**src/sv/gtrt_pkg.sv**
```systemverilog
// ----------------------------------------------------------------------------
// gtrt_pkg
// Request kinds, phase codes and shared types of the request tracker.
// ----------------------------------------------------------------------------
`timescale 1ns / 1ps

package gtrt_pkg;

  // Request kinds
  localparam logic [2:0] REQ_SCHEDULE   = 3'd0;
  localparam logic [2:0] REQ_DISPATCH   = 3'd1;
  localparam logic [2:0] REQ_EXPIRE     = 3'd2;
  localparam logic [2:0] REQ_ACCEPT     = 3'd3;
  localparam logic [2:0] REQ_INVALIDATE = 3'd4;
  localparam logic [2:0] REQ_REMOVE     = 3'd5;

  // Phases of the active request
  localparam logic [1:0] PH_IDLE      = 2'd0;
  localparam logic [1:0] PH_SCHEDULED = 2'd1;
  localparam logic [1:0] PH_AWAITING  = 2'd2;
  localparam logic [1:0] PH_DISPLAYED = 2'd3;

  localparam int unsigned REQ_BITS   = 3;
  localparam int unsigned PHASE_BITS = 2;

  // Status of a slot table sweep
  typedef struct packed {
    logic done;   // last slot compared this cycle
    logic hit;    // a valid slot holds the target
    logic free;   // a free slot was seen
  } scan_stat_t;

endpackage

```
**src/sv/gtrt_ram.sv**
```systemverilog
// ----------------------------------------------------------------------------
// gtrt_ram
// Generic single write port, single read port RAM with registered read.
// ----------------------------------------------------------------------------
`timescale 1ns / 1ps

module gtrt_ram #(
  parameter int unsigned WIDTH = 48,
  parameter int unsigned DEPTH = 8,
  localparam int unsigned AW   = (DEPTH > 1) ? $clog2(DEPTH) : 1
) (
  input  logic             clk_i,
  input  logic             we_i,
  input  logic [AW-1:0]    waddr_i,
  input  logic [WIDTH-1:0] wdata_i,
  input  logic             re_i,
  input  logic [AW-1:0]    raddr_i,
  output logic [WIDTH-1:0] rdata_o
);

  logic [WIDTH-1:0] mem_q [DEPTH];
  logic [WIDTH-1:0] rdata_q;

  // Write port
  always_ff @(posedge clk_i) begin
    if (we_i) begin
      mem_q[waddr_i] <= wdata_i;
    end
  end

  // Registered read port
  always_ff @(posedge clk_i) begin
    if (re_i) begin
      rdata_q <= mem_q[raddr_i];
    end
  end

  assign rdata_o = rdata_q;

endmodule

```
**src/sv/gtrt_scan.sv**
```systemverilog
// ----------------------------------------------------------------------------
// gtrt_scan
// Sweeps the slot RAM one entry per cycle, finding the slot that holds a
// target and the lowest free slot.
// ----------------------------------------------------------------------------
`timescale 1ns / 1ps

module gtrt_scan #(
  parameter int unsigned SLOTS       = 8,
  parameter int unsigned TARGET_BITS = 16,
  parameter int unsigned GEN_BITS    = 32,
  localparam int unsigned IDX_W      = (SLOTS > 1) ? $clog2(SLOTS) : 1
) (
  input  logic                   clk_i,
  input  logic                   rst_ni,
  input  logic                   start_i,
  input  logic [TARGET_BITS-1:0] target_i,
  input  logic [SLOTS-1:0]       slot_valid_i,
  // RAM read side
  output logic                   rd_en_o,
  output logic [IDX_W-1:0]       rd_addr_o,
  input  logic [TARGET_BITS-1:0] rd_target_i,
  input  logic [GEN_BITS-1:0]    rd_gen_i,
  // Results, held until the next start
  output gtrt_pkg::scan_stat_t   stat_o,
  output logic [IDX_W-1:0]       hit_idx_o,
  output logic [GEN_BITS-1:0]    hit_gen_o,
  output logic [IDX_W-1:0]       free_idx_o
);

  localparam logic [IDX_W-1:0] LAST_IDX = IDX_W'(SLOTS - 1);

  logic                active_q;
  logic [IDX_W-1:0]    idx_q;
  logic                cmp_vld_q;
  logic                cmp_last_q;
  logic [IDX_W-1:0]    cmp_idx_q;
  logic                hit_q;
  logic [IDX_W-1:0]    hit_idx_q;
  logic [GEN_BITS-1:0] hit_gen_q;
  logic                free_q;
  logic [IDX_W-1:0]    free_idx_q;
  logic                match;
  logic                free_seen;

  // Read issue
  assign rd_en_o   = active_q;
  assign rd_addr_o = idx_q;

  // Compare one returned entry; free check on the issued index
  assign match     = cmp_vld_q && slot_valid_i[cmp_idx_q] && (rd_target_i == target_i);
  assign free_seen = active_q && !slot_valid_i[idx_q];

  // Sweep control
  always_ff @(posedge clk_i or negedge rst_ni) begin
    if (!rst_ni) begin
      active_q   <= 1'b0;
      idx_q      <= '0;
      cmp_vld_q  <= 1'b0;
      cmp_last_q <= 1'b0;
      cmp_idx_q  <= '0;
    end else begin
      cmp_vld_q  <= active_q;
      cmp_idx_q  <= idx_q;
      cmp_last_q <= active_q && (idx_q == LAST_IDX);
      if (start_i) begin
        active_q <= 1'b1;
        idx_q    <= '0;
      end else if (active_q) begin
        if (idx_q == LAST_IDX) begin
          active_q <= 1'b0;
        end else begin
          idx_q <= idx_q + 1'b1;
        end
      end
    end
  end

  // Hit and free capture
  always_ff @(posedge clk_i or negedge rst_ni) begin
    if (!rst_ni) begin
      hit_q  <= 1'b0;
      free_q <= 1'b0;
    end else if (start_i) begin
      hit_q  <= 1'b0;
      free_q <= 1'b0;
    end else begin
      if (match && !hit_q) begin
        hit_q <= 1'b1;
      end
      if (free_seen && !free_q) begin
        free_q <= 1'b1;
      end
    end
  end

  // Captured payload
  always_ff @(posedge clk_i) begin
    if (match && !hit_q) begin
      hit_idx_q <= cmp_idx_q;
      hit_gen_q <= rd_gen_i;
    end
    if (free_seen && !free_q) begin
      free_idx_q <= idx_q;
    end
  end

  assign stat_o.done = cmp_vld_q && cmp_last_q;
  assign stat_o.hit  = hit_q;
  assign stat_o.free = free_q;
  assign hit_idx_o   = hit_idx_q;
  assign hit_gen_o   = hit_gen_q;
  assign free_idx_o  = free_idx_q;

endmodule

```
**src/sv/generation_tagged_request_tracker.sv**
```systemverilog
// ----------------------------------------------------------------------------
// generation_tagged_request_tracker
// Phase, target and generation tracking of one request, with a slot table
// of outstanding dispatched generations held in RAM.
// ----------------------------------------------------------------------------
// One request is handled at a time. Schedule, invalidate and unknown kinds
// go from acceptance straight to the apply state; dispatch, expire, accept
// and remove target first sweep the slot RAM, which returns one entry per
// cycle on its single read port. Applying a request waits while an earlier
// result is still unaccepted in the output register. A new request is taken
// in the cycle after the previous one has been applied, even while its
// result still waits in the output register. Slot valid bits are flip-flops
// cleared by reset, so no clearing pass follows reset.
// ----------------------------------------------------------------------------
`timescale 1ns / 1ps

module generation_tagged_request_tracker #(
  parameter int unsigned SLOTS       = 8,
  parameter int unsigned TARGET_BITS = 16,
  parameter int unsigned GEN_BITS    = 32,
  localparam int unsigned IN_F       = TARGET_BITS + GEN_BITS,
  localparam int unsigned IN_W       = ((IN_F + 7) / 8) * 8,
  localparam int unsigned OUT_F      = 2 + GEN_BITS + gtrt_pkg::PHASE_BITS + TARGET_BITS,
  localparam int unsigned OUT_W      = ((OUT_F + 7) / 8) * 8
) (
  input  logic                          clk_i,
  input  logic                          rst_ni,
  input  logic                          s_axis_tvalid,
  output logic                          s_axis_tready,
  input  logic [IN_W-1:0]               s_axis_tdata,   // target_id, generation_tag
  input  logic [gtrt_pkg::REQ_BITS-1:0] s_axis_tuser,   // req_type
  output logic                          m_axis_tvalid,
  input  logic                          m_axis_tready,
  output logic [OUT_W-1:0]              m_axis_tdata    // ok, generation_now, phase_now,
                                                        // active_target_now, table_full
);

  localparam int unsigned IDX_W = (SLOTS > 1) ? $clog2(SLOTS) : 1;
  localparam int unsigned RAM_W = TARGET_BITS + GEN_BITS;
  localparam int unsigned TGT_LO = 0;
  localparam int unsigned GEN_LO = TARGET_BITS;

  // Sequencer codes
  localparam logic [1:0] ST_IDLE  = 2'd0;
  localparam logic [1:0] ST_SCAN  = 2'd1;
  localparam logic [1:0] ST_APPLY = 2'd2;

  logic [1:0]             state_q, state_d;
  logic [2:0]             kind_q;
  logic [TARGET_BITS-1:0] tgt_q;
  logic [GEN_BITS-1:0]    tag_q;

  logic [gtrt_pkg::PHASE_BITS-1:0] phase_q, phase_d;
  logic [GEN_BITS-1:0]    gen_q, gen_d;
  logic [TARGET_BITS-1:0] at_q, at_d;
  logic [SLOTS-1:0]       valid_q, valid_d;

  logic                   m_valid_q;
  logic [OUT_W-1:0]       m_data_q, m_data_d;

  logic                   in_fire;
  logic                   apply_fire;
  logic                   needs_scan;
  logic [2:0]             in_kind;
  logic                   ok;
  logic                   full;
  logic                   ram_we;

  logic                   rd_en;
  logic [IDX_W-1:0]       rd_addr;
  logic [RAM_W-1:0]       rd_data;
  gtrt_pkg::scan_stat_t   stat;
  logic [IDX_W-1:0]       hit_idx;
  logic [GEN_BITS-1:0]    hit_gen;
  logic [IDX_W-1:0]       free_idx;

  // Input handshake
  assign s_axis_tready = (state_q == ST_IDLE);
  assign in_fire       = s_axis_tvalid && s_axis_tready;
  assign in_kind       = s_axis_tuser;
  assign needs_scan    = (in_kind == gtrt_pkg::REQ_DISPATCH) ||
                         (in_kind == gtrt_pkg::REQ_EXPIRE)   ||
                         (in_kind == gtrt_pkg::REQ_ACCEPT)   ||
                         (in_kind == gtrt_pkg::REQ_REMOVE);
  assign apply_fire    = (state_q == ST_APPLY) && (!m_valid_q || m_axis_tready);

  // Request capture
  always_ff @(posedge clk_i) begin
    if (in_fire) begin
      kind_q <= in_kind;
      tgt_q  <= s_axis_tdata[TGT_LO +: TARGET_BITS];
      tag_q  <= s_axis_tdata[GEN_LO +: GEN_BITS];
    end
  end

  // Sequencer
  always_comb begin
    state_d = state_q;
    case (state_q)
      ST_IDLE: begin
        if (in_fire) begin
          state_d = needs_scan ? ST_SCAN : ST_APPLY;
        end
      end
      ST_SCAN: begin
        if (stat.done) begin
          state_d = ST_APPLY;
        end
      end
      ST_APPLY: begin
        if (apply_fire) begin
          state_d = ST_IDLE;
        end
      end
      default: state_d = ST_IDLE;
    endcase
  end

  // Slot table storage: {generation, target} per slot
  gtrt_ram #(
    .WIDTH(RAM_W),
    .DEPTH(SLOTS)
  ) u_slot_ram (
    .clk_i   (clk_i),
    .we_i    (ram_we),
    .waddr_i (free_idx),
    .wdata_i ({tag_q, tgt_q}),
    .re_i    (rd_en),
    .raddr_i (rd_addr),
    .rdata_o (rd_data)
  );

  // Slot sweep
  gtrt_scan #(
    .SLOTS(SLOTS),
    .TARGET_BITS(TARGET_BITS),
    .GEN_BITS(GEN_BITS)
  ) u_scan (
    .clk_i       (clk_i),
    .rst_ni      (rst_ni),
    .start_i     (in_fire && needs_scan),
    .target_i    (tgt_q),
    .slot_valid_i(valid_q),
    .rd_en_o     (rd_en),
    .rd_addr_o   (rd_addr),
    .rd_target_i (rd_data[TARGET_BITS-1:0]),
    .rd_gen_i    (rd_data[TARGET_BITS +: GEN_BITS]),
    .stat_o      (stat),
    .hit_idx_o   (hit_idx),
    .hit_gen_o   (hit_gen),
    .free_idx_o  (free_idx)
  );

  // Event handling
  always_comb begin
    phase_d = phase_q;
    gen_d   = gen_q;
    at_d    = at_q;
    valid_d = valid_q;
    ok      = 1'b0;
    full    = 1'b0;
    ram_we  = 1'b0;
    case (kind_q)
      gtrt_pkg::REQ_SCHEDULE: begin
        at_d    = tgt_q;
        phase_d = gtrt_pkg::PH_SCHEDULED;
        gen_d   = gen_q + 1'b1;
        ok      = 1'b1;
      end
      gtrt_pkg::REQ_DISPATCH: begin
        if ((phase_q == gtrt_pkg::PH_SCHEDULED) && (tag_q == gen_q) &&
            (tgt_q == at_q) && !stat.hit) begin
          if (!stat.free) begin
            full = 1'b1;
          end else begin
            ram_we            = apply_fire;
            valid_d[free_idx] = 1'b1;
            phase_d           = gtrt_pkg::PH_AWAITING;
            ok                = 1'b1;
          end
        end
      end
      gtrt_pkg::REQ_EXPIRE: begin
        if (stat.hit && (hit_gen == tag_q)) begin
          valid_d[hit_idx] = 1'b0;
          ok               = 1'b1;
          if ((phase_q == gtrt_pkg::PH_AWAITING) && (tgt_q == at_q) && (tag_q == gen_q)) begin
            gen_d   = gen_q + 1'b1;
            at_d    = '0;
            phase_d = gtrt_pkg::PH_IDLE;
          end
        end
      end
      gtrt_pkg::REQ_ACCEPT: begin
        if (stat.hit) begin
          valid_d[hit_idx] = 1'b0;
          if ((phase_q == gtrt_pkg::PH_AWAITING) && (tgt_q == at_q) && (hit_gen == gen_q)) begin
            phase_d = gtrt_pkg::PH_DISPLAYED;
            ok      = 1'b1;
          end
        end
      end
      gtrt_pkg::REQ_INVALIDATE: begin
        if ((phase_q != gtrt_pkg::PH_IDLE) && (tgt_q == at_q)) begin
          gen_d   = gen_q + 1'b1;
          at_d    = '0;
          phase_d = gtrt_pkg::PH_IDLE;
          ok      = 1'b1;
        end
      end
      gtrt_pkg::REQ_REMOVE: begin
        if (stat.hit) begin
          valid_d[hit_idx] = 1'b0;
          ok               = 1'b1;
        end
        if (at_q == tgt_q) begin
          gen_d   = gen_q + 1'b1;
          at_d    = '0;
          phase_d = gtrt_pkg::PH_IDLE;
          ok      = 1'b1;
        end
      end
      default: begin
        ok = 1'b0;
      end
    endcase
  end

  // Result word
  assign m_data_d = OUT_W'({full, at_d, phase_d, gen_d, ok});

  // Tracker state
  always_ff @(posedge clk_i or negedge rst_ni) begin
    if (!rst_ni) begin
      state_q <= ST_IDLE;
      phase_q <= gtrt_pkg::PH_IDLE;
      gen_q   <= '0;
      at_q    <= '0;
      valid_q <= '0;
    end else begin
      state_q <= state_d;
      if (apply_fire) begin
        phase_q <= phase_d;
        gen_q   <= gen_d;
        at_q    <= at_d;
        valid_q <= valid_d;
      end
    end
  end

  // Output register
  always_ff @(posedge clk_i or negedge rst_ni) begin
    if (!rst_ni) begin
      m_valid_q <= 1'b0;
    end else if (apply_fire) begin
      m_valid_q <= 1'b1;
    end else if (m_axis_tready) begin
      m_valid_q <= 1'b0;
    end
  end

  always_ff @(posedge clk_i) begin
    if (apply_fire) begin
      m_data_q <= m_data_d;
    end
  end

  assign m_axis_tvalid = m_valid_q;
  assign m_axis_tdata  = m_data_q;

endmodule

```
**config.mk**
```make
export PLATFORM = sky130hd
export DESIGN_NAME = generation_tagged_request_tracker
export DESIGN_NICKNAME = d
export VERILOG_FILES = /design/src/sv/gtrt_pkg.sv /design/src/sv/gtrt_ram.sv /design/src/sv/gtrt_scan.sv /design/src/sv/generation_tagged_request_tracker.sv
export SDC_FILE = /design/constraint.sdc
export NUM_CORES = 1
export LEC_CHECK = 0
export BUFFER_PORTS_ARGS = -buffer_cell sky130_fd_sc_hd__buf_4
export CORE_MARGIN = 2
export CORE_UTILIZATION = 61
export CTS_CLUSTER_SIZE = 20
export DETAILED_ROUTE_END_ITERATION = 6
export GPL_TIMING_DRIVEN = 1
export PLACE_DENSITY = 0.75
export SYNTH_ARGS = -nofsm -noshare
export SYNTH_HDL_FRONTEND = slang
export SYNTH_SLANG_ARGS = --single-unit
```
**constraint.sdc**
```tcl
create_clock -name clk_i -period 9 [get_ports clk_i]
set_clock_uncertainty 0.15 [all_clocks]
set_input_delay 2.25 -clock clk_i [delete_from_list [all_inputs] [get_ports clk_i]]
set_output_delay 2.25 -clock clk_i [all_outputs]
set_load 0.05 [all_outputs]
```
After elaboration in Yosys (flattened, before gate mapping)
Memory sizes are Yosys's and may differ from the RTL's. A register that Yosys moved wholly into a read port is not among the register bits.
Index checks and enable logic that the tools add are counted.
- add/subtract/negate cells: 2
- reduce and logical (&&, ||, !) cells: 41
- bitwise logic cells: 3
- muxes and demuxes: 64
- magnitude comparators: 6
- equality and inequality tests: 28
- operators by type and width (operator ; number):
    $mux W32 ; 4
    $pmux W32 S4 ; 1
    $eq A32 B32 Y1 ; 3
    $mux W16 ; 4
    $pmux W16 S4 ; 1
    $eq A16 B16 Y1 ; 3
    $add A32 B1 Y32 const B ; 1
    $mux W8 ; 4
    $mux W1 ; 27
    $mux W2 ; 12
    $pmux W8 S3 ; 1
    $logic_and A1 B1 Y1 ; 20
    $lt A3 B4 Y1 const B ; 4
    $eq A3 B2 Y1 const B ; 4
    $eq A3 B3 Y1 const B ; 4
    $pmux W2 S6 ; 1
    $reduce_bool A2 Y1 ; 5
    $mux W3 ; 3
    $and A8 B8 Y8 ; 1
    $ne A2 B1 Y1 const B ; 4
    $ne A2 B2 Y1 const B ; 4
    $not A8 Y8 ; 1
    $or A8 B8 Y8 ; 1
    $bmux W1 S3 ; 2
    other kinds (17) ; 29
- output and inout port bits: 58
- RAM bits: 384
- bits in registers: 213
- memories: 1
- input bits: 55
- logic and storage cells: 166
- memories (name ; words ; bits a word ; read ports ; clocked after Yosys merged registers in ; wr ports ; RTL line ; RTL):
    u_slot_ram.mem_q ; 8 ; 48 ; 1 ; 1 ; 1 ; gtrt_ram.sv:21 ; logic [WIDTH-1:0] mem_q [DEPTH];

Depth between registers and ports, before layout
Gate-level depths: netlist (run 1).
- depth after elaboration: 8
- gate-level depth with buffers: 11
- mapped depth without buffers: 8

Modules after synthesis
Synthesis (run 1) repeated with hierarchy kept, for this count alone.
- cells, all modules: 1400
- area, all modules: 26160.1 um2
- modules (own cells, without submodules) (module ; seq. area each (um2) ; area each (um2) ; instances ; cells an instance):
    gtrt_ram ; 12972.4 ; 16100.4 ; 1 ; 616
    generation_tagged_request_tracker ; 4619.4 ; 8176.6 ; 1 ; 675
    gtrt_scan ; 1416.4 ; 1883.1 ; 1 ; 109

Worst setup path after synthesis (run 1)
Ideal clock, no wire load.
- path type: input to register
- start point: input m_axis_tready
- end point: memory u_slot_ram.mem_q[4][0], enable pin
- arrival time: 7.479 ns
- slack: 0.856 ns
- stages: 6
- data required time: 8.335 ns
- setup time: 0.515 ns
- path buffers: 1
- cells stage by stage: nand2b_1 > nand2b_1 > clkbuf_1 > inv_1 > nand4_1 > nor3_1
- longest elaborated chain between the ends: 7
- ends and longest elaborated chain (item ; RTL line ; RTL):
    start, declared ; generation_tagged_request_tracker.sv:33 ; input logic m_axis_tready,
    $logic_or A1 B1 Y1 ; generation_tagged_request_tracker.sv:85 ; assign apply_fire = (state_q == ST_APPLY) && (!m_valid_q || m_axis_tready);
    $logic_and A1 B1 Y1 ; generation_tagged_request_tracker.sv:85 ;
    named net apply_fire ; generation_tagged_request_tracker.sv:62 ; logic apply_fire;
    $mux W1 ; generation_tagged_request_tracker.sv:173 ; if (!stat.free) begin
    $mux W1 ; generation_tagged_request_tracker.sv:171 ; if ((phase_q == gtrt_pkg::PH_SCHEDULED) && (tag_q == gen_q) &&
    $mux W1 ; generation_tagged_request_tracker.sv:163 ; case (kind_q)
    $mux W1 ; gtrt_ram.sv:26 ; if (we_i) begin
    $mux W1 (not written as such) ; gtrt_ram.sv:27 ; mem_q[waddr_i] <= wdata_i;
    end, declared ; gtrt_ram.sv:21 ;
The timed path passes the listed nets, and every way through them passes these cells.

Worst setup path in the final report (run 1)
- start point: input m_axis_tready
- end point: memory u_slot_ram.mem_q[5][26], enable pin
Same word-level chain as after synthesis.

==> flow_summary.toml, run 1 <==
[clocking]
cts_tree = "yes"
clk_pin_slew_ns = 0.06
ctsHtreeMaxLevel = 2
clk_latency_ns = 0.63
cts_sinks = 645
post_cts.repair.setup_buffers = 0
cts_resized = 0
clockBufferDepth = 3
cts_buffers = 61
cts_root_buf = "clkbuf_16"
holdBufCountCts = 0

[power_and_ir_drop]
power.leakage_uw = 0.009994
p_per_area_mw_per_mm2 = 275.0
ir_worst_vdd_mv = 0.1671

[timing]
rsz0062_at_grt = "no"
slew_headroom = 0.2555
finalSetupTns_ns = 0
tightest_slew_ns = 1.117
drv_slew = 0
hold_violations = 0
fin_crit_sh = 0.5103
fin_crit_ns = 4.593
max_freq_ghz = 0.2177
setup-violations-final = 0

[route]
drt_iter0_drc = 1238
route.detailed.drc = 0
finalWirelength_um = 53360
via_count = 13190
first_pass_iters = 5
wl_per_cell_um = 24.89
vias_per_cell = 6.151
antenna_left = 0

[layout]
utilization = 0.7000
nets = 1610
diodes = 0
area_delta_synth_final_pct = 13.04
drive_gt1_frac = 0.2523

[critical_path]
path_delay_family = "buffers and inverters"
cpMostUsedCell = "buf_4"
cp.buffers_inverters = 4
slowest_stage = "buf_4"
cp_max_fo = 43
crit_arrival_ns = 4.69
path_cells = "buf_4, nand2b_1, nand2b_1, buf_4, inv_2, nand4_1, nor2_4, buf_4"
critPathKind = "input port to register"
crit_required_ns = 9.10
cp-end-kind = "register"
start_kind = "input port"
slowest_delay_ns = 0.60

[place]
dp_hpwl_um = 32370
gp_congestion = 0.9506
io_buffer_count = 108

[die]
die_w_um = 210.4
fp.dieArea_mm2 = 0.04425
coreArea_mm2 = 0.04195
ioPinCount = 113
initial_core_util = 0.6192
die_h_um = 210.4
row_count = 75

[job]
drv_cap = 0

[run_status]
status = "completed"

[synth]
synth_area_mm2 = 0.02597
ys_types = 60
avgSynthCellArea_um2 = 18.07
async_flop_share = 0.1116
yosysWarningCount = 0
synth-seq-cells = 645
syn-instance-count = 1437
synth_edf_count = 573
synth-main-ff-cell = "edfxtp_1"
ys_seq_area_frac = 0.7318

[grt]
grt_first_pass_wirelength_um = 82030
grt_antenna_before_repair = 0
grt_pass1_vias = 13450
grt_max_degree = 75
grt_util_all_layers = 0.2501
gr-total-overflow = 0

[min_path]
hold_class = "register to register"
==> power breakdown <==
group / internal, uW / switching [uW]
clock: 1470 / 1100
sequential: 3700 / 398
combinational: 723 / 678
total: 5900 / 2180
==> per-stage QoR <==
stage / total power, uW / worst slack (ns) / hold slack, ns / cells / area, um2
floorplan: 5102 / 0.8562 / 0.2417 / 1440 / 25980
detailed placement: 5569 / 3.744 / 0.2545 / 2028 / 27330
CTS: 8141 / 4.393 / 0.2687 / 2144 / 29360
global placement: 5532 / 3.809 / 0.2528 / 2028 / 27330
finish: 8075 / 4.407 / 0.2669 / 2144 / 29360
global route: 8382 / 4.190 / 0.2751 / 2144 / 29360
==> placed cells by master, fill, tap and decap left out, drive strengths merged, types with 2 or more instances in the layout <==
cell type | netlist | final
a22o | 17 | 17
conb | 1 | 4
and4bb | 2 | 2
nand3 | 21 | 21
or3 | 6 | 6
bufinv | 0 | 7
a2111o | 3 | 3
edfxtp | 573 | 573
nor3 | 43 | 43
o31ai | 3 | 3
dfrtp | 72 | 72
o22ai | 6 | 6
xnor2 | 68 | 68
mux2 | 50 | 50
nand4 | 21 | 21
xor2 | 109 | 109
a21oi | 8 | 8
or2 | 4 | 4
a21o | 4 | 4
nor2 | 30 | 30
o21ai | 24 | 24
buf | 39 | 127
o41ai | 3 | 3
clkbuf | 39 | 71
nor4 | 40 | 40
inv | 34 | 35
and2 | 6 | 6
clkinvlp | 0 | 6
ha | 3 | 3
clkinv | 0 | 31
mux2i | 2 | 2
nand2 | 54 | 54
nor3b | 5 | 5
nand2b | 18 | 18
mux4 | 100 | 100
nor2b | 11 | 11
or4 | 5 | 5
==> Yosys cell counts, drive strengths merged, types with 24 or more instances <==
| cell type | instances | area share |
|---|---|---|
| xnor2 | 68 | 0.023 |
| mux4 | 100 | 0.087 |
| edfxtp | 573 | 0.66 |
| nand2 | 54 | 0.0078 |
| nor2 | 30 | 0.0044 |
| clkbuf | 39 | 0.0057 |
| xor2 | 109 | 0.037 |
| buf | 39 | 0.0088 |
| dfrtp | 72 | 0.069 |
| nor4 | 40 | 0.011 |
| o21ai | 24 | 0.0046 |
| inv | 34 | 0.0049 |
| nor3 | 43 | 0.0087 |
| mux2 | 50 | 0.022 |
==> final timing paths <==
| path | startpoint | to | slack (ns) | cells past startpoint |
|---|---|---|---|---|
| min | u_slot_ram.rdata_o[34] | u_scan.hit_gen_o[18] | 0.27 | 0 |
| min reg2reg | u_slot_ram.rdata_o[34] | u_scan.hit_gen_o[18] | 0.27 | 0 |
| max reg2reg | tgt_q[13] | m_axis_tdata[2] | 4.52 | 7 |
| max | m_axis_tready | u_slot_ram.mem_q[5][26] | 4.41 | 8 |
| max in group asynchronous | rst_ni | u_scan.rd_addr_o[1] | 6.16 | 2 |
| min in group asynchronous | rst_ni | gen_q[4] | 1.30 | 1 |
==> metal layers <==
layer | GRT usage | part of all wire
met5 | 0 | 0
met4 | 0.07801 | 0.021
met3 | 0.03769 | 0.061
met2 | 0.3968 | 0.49
met1 | 0.3666 | 0.43
==> logic make-up after synthesis <==
group / share of synthesized area
flip-flops: 0.7318
AND/OR/NAND/NOR: 0.05790
XOR/XNOR: 0.05969
multiplexers: 0.1092
buffers and inverters: 0.01937
AO/OA/AOI/OAI: 0.02047
adder cells (fa/ha/maj): 0.001445
other: 0.0001444
==> state kept, by name, indices dropped and copies added, names as in the netlist, 2 cells and up <==
register / flops
at_q: 16
gen_q: 32
phase_q: 2
tag_q: 32
state_q: 2
u_scan.hit_gen_o: 32
u_scan.cmp_idx_q: 3
valid_q: 8
u_slot_ram.mem_q: 384
tgt_q: 16
u_scan.hit_idx_o: 3
kind_q: 3
m_axis_tdata: 52
u_slot_ram.rdata_o: 48
u_scan.free_idx_o: 3
u_scan.rd_addr_o: 3
==> area by class of cell <==
class,instances,area (um2)
Fill cell,2622,12580
Tap cell,539,674.4
Clock buffer,71,1594
Clock inverter,45,437.9
Timing Repair Buffer,127,953.4
Multi-Input combinational cell,683,6554
Sequential cell,645,19020
Inverter,34,127.6
==> worst reg2reg max path: cells and delay by family, from the launching register on <==
family	cells	cell delay, ns
AND/OR/NAND/NOR	4	2.21
multiplexers	1	0.46
AO/OA/AOI/OAI	1	0.43
flip-flops	1	0.65
XOR/XNOR	1	0.32
No activity file was read; power rests on OpenSTA's default activity.
==> run 2: changes to the inputs <==
- CORE_UTILIZATION: 61 -> 55
- PLACE_DENSITY: 0.75 -> 0.71
- clock period: 9 -> 3.7 ns (I/O delays scaled with it)
==> run 2 against run 1 <==
Net effect: clock-buffer cell count up 22; die area up 11%; clock power up 150%; non-clock buffer count up 83; final area up 3.2%; first-iteration DRC count up 33%; utilization down 4.9 points; flip-flop and latch count unchanged; global-route usage up 0.87 points; worst setup slack worse by 4.3 ns; routed wire length up 17%; largest power group unchanged.
==> flow_summary.toml, run 2 (synthesized netlist as in run 1, its figures left out) <==
[layout]
utilization = 0.6509
nets = 1699
final_cell_mix = "573 x edfxtp_1, 195 x buf_4, 109 x xor2_1, 100 x mux4_2, 70 x clkbuf_16"
largest_reg_flops = 384
fillers = 3129
multi_input_area_mm2 = 0.006581
drive_gt1_frac = 0.2856
ff_latch_area_mm2 = 0.01902
layout_commonest_cell = "edfxtp_1"
area_delta_synth_final_pct = 16.67
fin_area_mm2 = 0.03030
layout.cells.non_filler = 2299
largest_register = "u_slot_ram.mem_q"

[die]
ioPinCount = 113
row_count = 79
die_h_um = 221.3
die_w_um = 221.3
initial_core_util = 0.5579
coreArea_mm2 = 0.04656
fp.dieArea_mm2 = 0.04898

[clocking]
cts_buffers = 67
cts_root_buf = "clkbuf_16"
clockBufferDepth = 3
ctsHtreeMaxLevel = 3
cts_sinks = 645
post_cts.repair.setup_buffers = 0
clk_latency_ns = 0.59
holdBufCountCts = 0
clk_pin_slew_ns = 0.06
cts_tree = "yes"

[route]
met2_length_um = 28290
finalWirelength_um = 62200
top_layer = "met4"
via_count = 13960
wl_met3_um = 5730
first_pass_iters = 5
vias_per_cell = 6.070
drt_iter0_drc = 1646
antenna_left = 0
wl_per_cell_um = 27.06
met1_length_um = 26500
route.detailed.drc = 0

[timing]
max_freq_ghz = 0.2746
fin_crit_sh = 0.9841
fin_crit_ns = 3.641
rsz0062_at_grt = "no"
drv_slew = 0
slew_headroom = 0.2994
setup-violations-final = 0
tightest_slew_ns = 1.051
hold_violations = 0

[grt]
grt_pass1_vias = 14140
grt_first_pass_wirelength_um = 92730
grt_util_all_layers = 0.2588
gr-total-overflow = 0
grt_max_degree = 57
grt_antenna_before_repair = 3

[critical_path]
start_kind = "register"
regToRegStartpoint = "tag_q[8]"
crit_required_ns = 4.01
path_cells = "buf_4, xor2_1, nor4_1, nand3_1, nor3_1, buf_4, a21boi_4, buf_12, nor4_1, xor2_1"
slowest_stage = "nor4_1"
cp_max_fo = 41
slowest_delay_ns = 0.48
ff2ff_path_depth = 10
rr_endpoint = "gen_q[21]"
cp-end-kind = "register"
crit_arrival_ns = 3.95
critPathKind = "register to register"
rrSetupSlack_ns = 0.06

[power_and_ir_drop]
power.leakage_uw = 0.01047
power.total_uw = 19980
p_per_area_mw_per_mm2 = 659.2
ir_worst_vdd_mv = 0.4681

[run_status]
status = "completed"

[job]
drv_cap = 0

[place]
gp_congestion = 0.9869
dpl.cell_count = 2179
io_buffer_count = 108
dp_hpwl_um = 40100
place_area_mm2 = 0.02825

[min_path]
hold_class = "input port to async pin"
[run 2: changes by cell type in the layout (fill, tap and decap cells not counted), sizes merged]
cell and change:
buf +83, bufinv -5, clkbuf +22, clkinv -9, clkinvlp -3, diode +1
inv -2
[run 2: timing repair]
action	4_1_cts	5_1_grt
endpoints found under the hold margin	0	0
endpoints found under the setup margin	0	61
gates resized for setup	0	1
[run 2: worst max-delay path by stage]
stage,startpoint,end,slack (ns),cells past startpoint
6_report,tag_q[8],gen_q[21],0.06,10
5_1_grt,tag_q[7],gen_q[24],0.03,9
3_5_place_dp,tag_q[24],u_slot_ram.mem_q[0][29],0.13,8
4_1_cts,tag_q[21],u_slot_ram.mem_q[0][21],0.10,8
3_3_place_gp,tag_q[24],u_slot_ram.mem_q[0][45],0.15,8
2_1_floorplan,m_axis_tready,u_slot_ram.mem_q[4][0],-0.63,6
[run 2: worst max-delay path: cells and delay by family (launching register included)]
family	cells	cell delay, ns
buf+inv	3	0.68
xor+xnor	2	0.52
compound gates	1	0.18
flops	1	0.44
simple gates	4	1.51
[run 2: final cells by class]
| cell class | instances | share of cell area |
|---|---|---|
| antenna | 1 | 0.00008258 |
| clock buffer | 93 | 0.06131 |
| clock inverter | 26 | 0.006235 |
| inverter | 34 | 0.004335 |
| multi-input combinational | 683 | 0.2172 |
| sequential | 645 | 0.6276 |
| tap | 607 | 0.02506 |
| timing repair buffer | 210 | 0.05822 |
[run 2: metal layers]
metal | vias up | global-route usage
met3 | 84 | 0.07144
met1 | 7209 | 0.3745
met2 | 685 | 0.3838
met4 | 0 | 0.08768
met5 | - | 0
li1 | 5978 | -
[run 2: per-stage QoR]
stage,setup slack (ns),setup TNS [ns],hold slack (ns)
global route,0.02898,0,0.2706
floorplan,-0.6341,-60.15,0.2417
detailed placement,0.1250,0,0.2545
global placement,0.1509,0,0.2509
CTS,0.1017,0,0.2404
finish,0.05870,0,0.2483
[run 2: power by group]
part | switching [uW] | internal, uW | leakage [uW]
clock network | 2680 | 3650 | 0.000998
logic | 2060 | 1930 | 0.00338
registers | 668 | 9000 | 0.00610
total | 5400 | 14600 | 0.0105
